[src/pid_speed_regulator_macros.svh]
// Assertion macros for the PID speed regulator.
`ifndef PID_SPEED_REGULATOR_MACROS_SVH
`define PID_SPEED_REGULATOR_MACROS_SVH

`ifndef SYNTHESIS

// Same-cycle implication, disabled in reset.
`define PSR_ASSERT_IMPL(lbl, clk, rstn, ante, cons) \
    lbl: assert property (@(posedge clk) disable iff (!(rstn)) (ante) |-> (cons)) \
        else $error("psr assertion failed");

// Next-cycle implication, disabled in reset.
`define PSR_ASSERT_NEXT(lbl, clk, rstn, ante, cons) \
    lbl: assert property (@(posedge clk) disable iff (!(rstn)) (ante) |=> (cons)) \
        else $error("psr assertion failed");

`else

`define PSR_ASSERT_IMPL(lbl, clk, rstn, ante, cons)
`define PSR_ASSERT_NEXT(lbl, clk, rstn, ante, cons)

`endif

`endif

[src/psr_pkg.sv]
// Types and constants shared by the PID speed regulator modules.
`timescale 1ns / 1ps

package psr_pkg;

    localparam int SPEED_W    = 10;
    localparam int ERR_W      = 11;
    localparam int DIFF_W     = 12;
    localparam int GAIN_W     = 16;
    localparam int INTEG_W    = 19;
    localparam int ACC_W      = 36;
    localparam int DRIVE_W    = 16;
    localparam int CFG_IDX_W  = 2;
    localparam int CFG_DATA_W = 16;

    localparam int MUL_W      = 27;
    localparam int PROD_W     = 2 * MUL_W;

    // floor(m / 30) == (m * RCP_30) >> RCP_SHIFT for every m below 2**26
    localparam int RCP_SHIFT  = 31;
    localparam logic [MUL_W-1:0] RCP_30   = 27'd71582789;
    localparam logic [MUL_W-1:0] TICKS_PER_SECOND = 27'd30;

    localparam logic signed [23:0] INTEG_LIMIT  = 24'sd256000;
    localparam logic [12:0]        OPEN_LOOP_LIMIT = 13'd1000;
    localparam logic [DRIVE_W-1:0] DRIVE_MAX    = 16'hFFFF;

    localparam logic [GAIN_W-1:0]  GAIN_P_RESET = 16'd256;

    typedef enum logic [CFG_IDX_W-1:0] {
        REG_CLOSED_LOOP    = 2'd0,
        REG_GAIN_P         = 2'd1,
        REG_GAIN_I         = 2'd2,
        REG_GAIN_D         = 2'd3
    } cfg_idx_t;

    typedef enum logic [2:0] {
        ST_IDLE,
        ST_MUL_KI,
        ST_MUL_RCP,
        ST_INTEG,
        ST_MUL_30,
        ST_MUL_KP,
        ST_ACCUM,
        ST_OUTPUT
    } state_t;

    typedef enum logic [2:0] {
        MS_ERR_KI,
        MS_RCP,
        MS_DIFF_KD,
        MS_TIMES_30,
        MS_KP_ERR
    } mul_sel_t;

    typedef struct packed {
        mul_sel_t mul_sel;
        logic     mul_en;
        logic     integ_en;
        logic     acc_init;
        logic     acc_add;
        logic     prev_en;
        logic     out_load;
        logic     in_ready;
    } ctrl_t;

endpackage

[src/psr_mul.sv]
// Shared unsigned multiplier with registered product.
`timescale 1ns / 1ps

module psr_mul (
    input  logic                          clk,
    input  logic                          en,
    input  logic [psr_pkg::MUL_W-1:0]     op_a,
    input  logic [psr_pkg::MUL_W-1:0]     op_b,
    output logic [psr_pkg::PROD_W-1:0]    product
);
    import psr_pkg::*;

    logic [PROD_W-1:0] product_reg;
    logic [PROD_W-1:0] product_next;

    always_comb
    begin
        product_next = PROD_W'(op_a) * PROD_W'(op_b);
    end

    always_ff @(posedge clk)
    begin
        if (en)
        begin
            product_reg <= product_next;
        end
    end

    assign product = product_reg;

endmodule

[src/psr_ctrl.sv]
// Sequencer that steps one item through the shared multiplier.
`timescale 1ns / 1ps

module psr_ctrl (
    input  logic           clk,
    input  logic           rst_n,
    input  logic           in_valid,
    input  logic           closed_loop,
    input  logic           out_free,
    output psr_pkg::ctrl_t ctrl
);
    import psr_pkg::*;

    state_t state_reg;
    state_t state_next;

    always_ff @(posedge clk or negedge rst_n)
    begin
        if (!rst_n)
        begin
            state_reg <= ST_IDLE;
        end
        else
        begin
            state_reg <= state_next;
        end
    end

    always_comb
    begin
        state_next = state_reg;
        unique case (state_reg)
            ST_IDLE:
            begin
                if (in_valid)
                begin
                    state_next = closed_loop ? ST_MUL_KI : ST_OUTPUT;
                end
            end
            ST_MUL_KI:  state_next = ST_MUL_RCP;
            ST_MUL_RCP: state_next = ST_INTEG;
            ST_INTEG:   state_next = ST_MUL_30;
            ST_MUL_30:  state_next = ST_MUL_KP;
            ST_MUL_KP:  state_next = ST_ACCUM;
            ST_ACCUM:   state_next = ST_OUTPUT;
            ST_OUTPUT:
            begin
                if (out_free)
                begin
                    state_next = ST_IDLE;
                end
            end
            default:    state_next = ST_IDLE;
        endcase
    end

    always_comb
    begin
        ctrl = '0;
        ctrl.mul_sel = MS_ERR_KI;
        unique case (state_reg)
            ST_IDLE:
            begin
                ctrl.in_ready = 1'b1;
            end
            ST_MUL_KI:
            begin
                ctrl.mul_sel = MS_ERR_KI;
                ctrl.mul_en  = 1'b1;
            end
            ST_MUL_RCP:
            begin
                ctrl.mul_sel = MS_RCP;
                ctrl.mul_en  = 1'b1;
            end
            ST_INTEG:
            begin
                ctrl.integ_en = 1'b1;
                ctrl.mul_sel  = MS_DIFF_KD;
                ctrl.mul_en   = 1'b1;
            end
            ST_MUL_30:
            begin
                ctrl.mul_sel = MS_TIMES_30;
                ctrl.mul_en  = 1'b1;
            end
            ST_MUL_KP:
            begin
                ctrl.acc_init = 1'b1;
                ctrl.mul_sel  = MS_KP_ERR;
                ctrl.mul_en   = 1'b1;
            end
            ST_ACCUM:
            begin
                ctrl.acc_add = 1'b1;
                ctrl.prev_en = 1'b1;
            end
            ST_OUTPUT:
            begin
                ctrl.out_load = out_free;
            end
            default:
            begin
                ctrl.in_ready = 1'b0;
            end
        endcase
    end

endmodule

[src/pid_speed_regulator.sv]
// Top level of the PID speed regulator: registers, datapath and handshakes.
// In regulation mode an item goes through the accept cycle, five passes through the
// single shared 27x27 multiplier (the integrator step and clamp share the cycle of the
// third pass), one accumulate step and the output load. Open-loop mode goes from the
// accept cycle straight to the output load. The output load waits while the previous
// result has not been taken; the next item is taken once the sequencer is back in idle,
// even while a result still waits in the output register.
`timescale 1ns / 1ps

module pid_speed_regulator (
    input  logic                              clk,
    input  logic                              rst_n,
    input  logic                              cfg_we,
    input  logic [psr_pkg::CFG_IDX_W-1:0]     cfg_index,
    input  logic [psr_pkg::CFG_DATA_W-1:0]    cfg_wdata,
    input  logic                              in_valid,
    output logic                              in_ready,
    input  logic [psr_pkg::SPEED_W-1:0]       speed_setpoint,
    input  logic [psr_pkg::SPEED_W-1:0]       measured_speed,
    output logic                              out_valid,
    input  logic                              out_ready,
    output logic [psr_pkg::DRIVE_W-1:0]       drive_pwm
);
    import psr_pkg::*;

    `include "pid_speed_regulator_macros.svh"

    ctrl_t ctrl;

    logic              closed_loop_reg;
    logic [GAIN_W-1:0] gain_p_reg;
    logic [GAIN_W-1:0] gain_i_reg;
    logic [GAIN_W-1:0] gain_d_reg;

    logic [ERR_W-1:0]   err_reg;
    logic [ERR_W-1:0]   prev_err_reg;
    logic [INTEG_W-1:0] integ_reg;
    logic [INTEG_W-1:0] integ_next;
    logic [ACC_W-1:0]   acc_reg;
    logic [ACC_W-1:0]   acc_next;
    logic               out_valid_reg;
    logic [DRIVE_W-1:0] drive_reg;
    logic [DRIVE_W-1:0] drive_next;

    logic               in_accept;
    logic               out_free;

    logic [MUL_W-1:0]   op_a;
    logic [MUL_W-1:0]   op_b;
    logic [PROD_W-1:0]  product;

    logic [ERR_W-1:0]   err_abs;
    logic [9:0]         err_mag;
    logic [DIFF_W-1:0]  diff;
    logic [DIFF_W-1:0]  diff_abs;
    logic [10:0]        diff_mag;

    logic [21:0]        quot;
    logic [22:0]        inc;
    logic [23:0]        integ_sum;
    logic [32:0]        deriv;
    logic [ACC_W-1:0]   kp_term;
    logic [12:0]        open_x5;
    logic [9:0]         open_val;

    logic               integ_ok;
    logic               open_take;

    assign in_accept = in_valid && ctrl.in_ready;
    assign out_free  = !out_valid_reg || out_ready;
    assign in_ready  = ctrl.in_ready;
    assign out_valid = out_valid_reg;
    assign drive_pwm = drive_reg;

    psr_ctrl u_ctrl (
        .clk            (clk),
        .rst_n          (rst_n),
        .in_valid       (in_valid),
        .closed_loop    (closed_loop_reg),
        .out_free       (out_free),
        .ctrl           (ctrl)
    );

    psr_mul u_mul (
        .clk     (clk),
        .en      (ctrl.mul_en),
        .op_a    (op_a),
        .op_b    (op_b),
        .product (product)
    );

    // Configuration registers
    always_ff @(posedge clk or negedge rst_n)
    begin
        if (!rst_n)
        begin
            closed_loop_reg <= 1'b1;
            gain_p_reg      <= GAIN_P_RESET;
            gain_i_reg      <= '0;
            gain_d_reg      <= '0;
        end
        else if (cfg_we)
        begin
            unique case (cfg_idx_t'(cfg_index))
                REG_CLOSED_LOOP: closed_loop_reg <= cfg_wdata[0];
                REG_GAIN_P:      gain_p_reg      <= cfg_wdata;
                REG_GAIN_I:      gain_i_reg      <= cfg_wdata;
                REG_GAIN_D:      gain_d_reg      <= cfg_wdata;
                default:         closed_loop_reg <= closed_loop_reg;
            endcase
        end
    end

    // Sign/magnitude of the error and of its change since the last tick
    always_comb
    begin
        err_abs  = err_reg[ERR_W-1] ? (~err_reg + 1'b1) : err_reg;
        err_mag  = err_abs[9:0];
        diff     = {err_reg[ERR_W-1], err_reg} - {prev_err_reg[ERR_W-1], prev_err_reg};
        diff_abs = diff[DIFF_W-1] ? (~diff + 1'b1) : diff;
        diff_mag = diff_abs[10:0];
    end

    // Operand select for the shared multiplier
    always_comb
    begin
        op_a = '0;
        op_b = '0;
        case (ctrl.mul_sel)
            MS_ERR_KI:
            begin
                op_a = MUL_W'(err_mag);
                op_b = MUL_W'(gain_i_reg);
            end
            MS_RCP:
            begin
                op_a = MUL_W'(product[25:0]);
                op_b = RCP_30;
            end
            MS_DIFF_KD:
            begin
                op_a = MUL_W'(diff_mag);
                op_b = MUL_W'(gain_d_reg);
            end
            MS_TIMES_30:
            begin
                op_a = product[MUL_W-1:0];
                op_b = TICKS_PER_SECOND;
            end
            MS_KP_ERR:
            begin
                op_a = MUL_W'(err_mag);
                op_b = MUL_W'(gain_p_reg);
            end
            default:
            begin
                op_a = '0;
                op_b = '0;
            end
        endcase
    end

    // Integrator step, derivative term and accumulation
    always_comb
    begin
        quot      = product[RCP_SHIFT+21:RCP_SHIFT];
        inc       = err_reg[ERR_W-1] ? (~{1'b0, quot} + 1'b1) : {1'b0, quot};
        integ_sum = {{5{integ_reg[INTEG_W-1]}}, integ_reg} + {inc[22], inc};
        if ($signed(integ_sum) > INTEG_LIMIT)
        begin
            integ_next = INTEG_W'(INTEG_LIMIT);
        end
        else if ($signed(integ_sum) < -INTEG_LIMIT)
        begin
            integ_next = INTEG_W'(-INTEG_LIMIT);
        end
        else
        begin
            integ_next = integ_sum[INTEG_W-1:0];
        end

        // Drop the derivative when the last error was zero
        if (prev_err_reg == '0)
        begin
            deriv = '0;
        end
        else if (diff[DIFF_W-1])
        begin
            deriv = ~{1'b0, product[31:0]} + 1'b1;
        end
        else
        begin
            deriv = {1'b0, product[31:0]};
        end

        kp_term = ACC_W'(product[25:0]);

        open_x5  = {1'b0, speed_setpoint, 2'b00} + {3'b000, speed_setpoint};
        open_val = (open_x5 > OPEN_LOOP_LIMIT) ? OPEN_LOOP_LIMIT[9:0] : open_x5[9:0];

        acc_next = acc_reg;
        if (in_accept && !closed_loop_reg)
        begin
            acc_next = {18'b0, open_val, 8'b0};
        end
        else if (ctrl.acc_init)
        begin
            acc_next = {{17{integ_reg[INTEG_W-1]}}, integ_reg}
                     + {{3{deriv[32]}}, deriv};
        end
        else if (ctrl.acc_add)
        begin
            acc_next = err_reg[ERR_W-1] ? (acc_reg - kp_term) : (acc_reg + kp_term);
        end
    end

    // Clamp at zero, truncate the fraction, saturate at the top
    always_comb
    begin
        if (acc_reg[ACC_W-1])
        begin
            drive_next = '0;
        end
        else if (|acc_reg[ACC_W-2:24])
        begin
            drive_next = DRIVE_MAX;
        end
        else
        begin
            drive_next = acc_reg[23:8];
        end
    end

    always_ff @(posedge clk or negedge rst_n)
    begin
        if (!rst_n)
        begin
            integ_reg    <= '0;
            prev_err_reg <= '0;
        end
        else
        begin
            if (ctrl.integ_en)
            begin
                integ_reg <= integ_next;
            end
            if (ctrl.prev_en)
            begin
                prev_err_reg <= err_reg;
            end
        end
    end

    always_ff @(posedge clk)
    begin
        if (in_accept)
        begin
            err_reg <= {1'b0, speed_setpoint} - {1'b0, measured_speed};
        end
        acc_reg <= acc_next;
        if (ctrl.out_load)
        begin
            drive_reg <= drive_next;
        end
    end

    always_ff @(posedge clk or negedge rst_n)
    begin
        if (!rst_n)
        begin
            out_valid_reg <= 1'b0;
        end
        else if (ctrl.out_load)
        begin
            out_valid_reg <= 1'b1;
        end
        else if (out_ready)
        begin
            out_valid_reg <= 1'b0;
        end
    end

    assign integ_ok  = ($signed(integ_reg) <= $signed(INTEG_W'(INTEG_LIMIT)))
                    && ($signed(integ_reg) >= $signed(INTEG_W'(-INTEG_LIMIT)));
    assign open_take = in_accept && !closed_loop_reg;

    `PSR_ASSERT_IMPL(a_integ_range, clk, rst_n, 1'b1, integ_ok)
    `PSR_ASSERT_IMPL(a_open_loop_limit, clk, rst_n, out_valid_reg && !closed_loop_reg, drive_reg <= 16'd1000)
    `PSR_ASSERT_NEXT(a_open_loop_state, clk, rst_n, open_take, $stable(prev_err_reg) && $stable(integ_reg))
    `PSR_ASSERT_IMPL(a_no_take_while_busy, clk, rst_n, ctrl.mul_en || ctrl.acc_add, !in_ready)

endmodule

[config.mk]
export PLATFORM = sky130hd
export DESIGN_NAME = pid_speed_regulator
export DESIGN_NICKNAME = d
export VERILOG_FILES = /design/src/psr_pkg.sv /design/src/psr_mul.sv /design/src/psr_ctrl.sv /design/src/pid_speed_regulator.sv
export VERILOG_INCLUDE_DIRS = /design/src /design/src/src
export SDC_FILE = /design/constraint.sdc
export NUM_CORES = 2
export LEC_CHECK = 0
export BUFFER_PORTS_ARGS = -buffer_cell sky130_fd_sc_hd__buf_2
export CORE_UTILIZATION = 60
export DETAILED_ROUTE_END_ITERATION = 10
export PLACE_DENSITY = 0.75
export REMOVE_ABC_BUFFERS = 1
export SYNTH_ARGS = -nofsm -noshare
export SYNTH_HDL_FRONTEND = slang
export SYNTH_SLANG_ARGS = --single-unit
[constraint.sdc]
create_clock -name clk -period 29.7 [get_ports clk]
set_input_delay 0 -clock clk [delete_from_list [all_inputs] [get_ports clk]]
set_output_delay 0 -clock clk [all_outputs]
set_load 0.005 [all_outputs]
==> results.yml <==
cts:
  cts_resized: 0
  cts_tree: "built"
  cts_buffers: 17
  cts_buffer_depth: 2
  cts_max_level: 4
  hold_buffers: 32
  post_cts_buffers: 0
  clk_pin_slew_ns: 0.07
  cts_root_buf: "clkbuf_16"
  cts.sinks: 199
  clk_latency_ns: 0.52
timing:
  finalSetupViolCount: 0
  hold_viol: 0
  relSlewSlack_pct: 21.5
  period_minus_slack_ns: 10.28
  finalCritPeriodShare_pct: 34.6
  finalSetupTns_ns: 0
  rsz0062_at_grt: "false"
  tightest_slew_ns: 1.16
  drv_slew: 0
  max_freq_mhz: 97.2
  finClkSkew_ns: 0.0270
routing:
  vias: 28010
  wl_um: 93700
  ant_nets: 0
  dr.pass1.iters: 8
  wl_per_cell_um: 19.6
  dr.first_iter.drc_count: 2304
  drcViolationCount: 0
  routed_via_density: 5.86
logic_synthesis:
  yosys_warnings: 0
  synthTopCellsByArea: "fa_1 24%, ha_1 14%, edfxtp_1 7.9%, inv_1 7.3%, dfrtp_1 5.9%"
  synth_cell_types: 97
  syn_avg_cell_area_um2: 8.79
  ys_seq_area_share_pct: 15.5
  synth_cells: 3882
  synth_top_cell_by_area: "fa_1"
  synth_seq_cells: 199
  synthArstFlopShare_pct: 41.7
  synth_top_area_share_pct: 24.5
  synth_enable_flop_cells: 90
  synthFlopType: "edfxtp_1"
  syn_area_um2: 34100
placed_design:
  dp_hpwl_um: 74600
  gp_congestion: 1.03
  io_buffers: 60
global_route:
  grt_max_degree: 69
  grt_first_pass_wirelength_um: 147000
  grtUsageTotal_pct: 33.3
  grt-ovfl-total: 0
  grt_antenna_before_repair: 1
  grt_pass1_vias: 26890
finish:
  syn_to_final_growth_pct: 7.19
  largest_reg_flops: 53
  num_antenna_cells: 0
  fillers: 4734
  final_nets: 4847
  drive_gt1_share_pct: 6.63
setup_path:
  cp_slowest_stage_delay_ns: 0.55
  crit_type: "flip-flop to flip-flop"
  path_max_fanout: 31
  slowest_stage: "fa_1"
  start_kind: "flip-flop"
  path_common_cell: "fa_1"
  worstSetupEndpointType: "flip-flop"
  cp.required_ns: 29.95
  cp_data_arrival_time_ns: 10.53
floorplan:
  core_area_um2: 56300
  io_pins: 61
  start_util_pct: 60.6
  die_y_um: 240
  die-area_um2: 57800
  die_w_um: 240
  row_count: 87
run:
  cap_violations: 0
min_path:
  holdCritPathClass: "primary input to flip-flop"
outcome:
  outcome: "complete, no violations"
-- stage by stage --
step           utilization, %  hold WS [ns]  cell area, µm²  std cells  setup slack, ns
2_1_floorplan               -        -0.296           34000       3854            19.42
3_3_place_gp             63.4        0.0105           35700       4718            19.81
3_5_place_dp             63.4       0.00239           35700       4718            19.54
4_1_cts                  65.0       0.00248           36600       4782            19.51
5_1_grt                  65.0        0.0508           36600       4782            18.73
6_report                 65.0        0.0141           36600       4782            19.42
-- metal layers --
layer  vias to the layer above  global-route usage [%]  wire, µm
met5                         -                       0         0
met4                         0                    14.4      3870
met3                       215                    6.79      8260
met2                      1152                    51.5     42200
met1                     13518                    45.3     39300
li1                      13125                       -         -
-- logic make-up (layout without fill, tap and decap cells) --
kind of cell | Yosys count | in the layout | share of synthesized area (%)
and+or+nand+nor | 1017 | 1017 | 14.5
muxes | 72 | 72 | 2.34
xor gates and xnor gates | 195 | 195 | 5.01
adders and majority gates | 791 | 791 | 38.2
buffers and inverters | 827 | 839 | 9.13
DFF | 199 | 199 | 15.5
AOI/OAI and AO/OA | 779 | 779 | 15.3
other | 2 | 134 | 0.0220
-- Yosys cell counts (35+ instances only) --
cell,n
edfxtp_1,90
or3_1,44
inv_1,667
nor2_1,223
clkbuf_1,142
xor2_1,69
nor2b_1,37
xnor2_1,126
and2_1,49
a21oi_1,189
nand2b_1,54
a21o_1,101
dfrtp_1,81
fa_1,417
ha_1,374
nand3_1,94
nand2_1,284
mux2_2,61
and3_1,35
o21ai_0,170
nor3_1,95
-- final timing paths --
check | slack, ns | end | depth (start not counted) | from
setup / recovery | 19.42 | u_mul.product[47] | 37 | err_reg[0]
hold / removal | 0.01 | err_reg[4] | 5 | measured_speed[4]
setup reg to reg | 19.42 | u_mul.product[47] | 37 | err_reg[0]
hold reg to reg | 0.50 | acc_reg[2] | 2 | acc_reg[2]
max in group asynchronous | 28.16 | prev_err_reg[5] | 4 | rst_n
min in group asynchronous | 0.53 | prev_err_reg[7] | 3 | rst_n
-- layout make-up --
class	instances	area [µm²]	area share, %
sequential	199	5300	14.5
timing repair buffer	140	983	2.69
inverter	667	2500	6.85
clock buffer	19	475	1.30
tap	756	946	2.59
clock inverter	13	110	0.301
multi-input combinational	2988	26300	71.8
-- placed cells by master, fill, tap and decap left out, drive strengths merged, types with 14 or more instances in the layout --
cell type and instances:
a211oi 34, a21o 101, a21oi 192, a221o 14
a31oi 28, and2 55, and3 35, buf 108
clkbuf 19, conb 134, dfrtp 81, dfxtp 26
dlygate4sd3 32, edfxtp 90, fa 417, ha 374
inv 672, mux2 61, nand2 284, nand2b 54
nand3 94, nand4 20, nor2 223, nor2b 37
nor3 96, o211ai 15, o21a 30, o21ai 186
o21bai 15, o221ai 17, o31ai 20, or2 19
or3 44, xnor2 126, xor2 69
-- critical path, delay by kind of cell (launching register included) --
kind                       cells  cell delay, ns
AOI/OAI and AO/OA             16            3.79
buffers and inverters          7            0.68
xor gates and xnor gates       1            0.08
adders and majority gates     10            4.63
DFF                            1            0.44
and+or+nand+nor                3            0.39
Power is not shown: default switching activity piles up to over one toggle a cycle in this logic, so the estimate is an artifact.
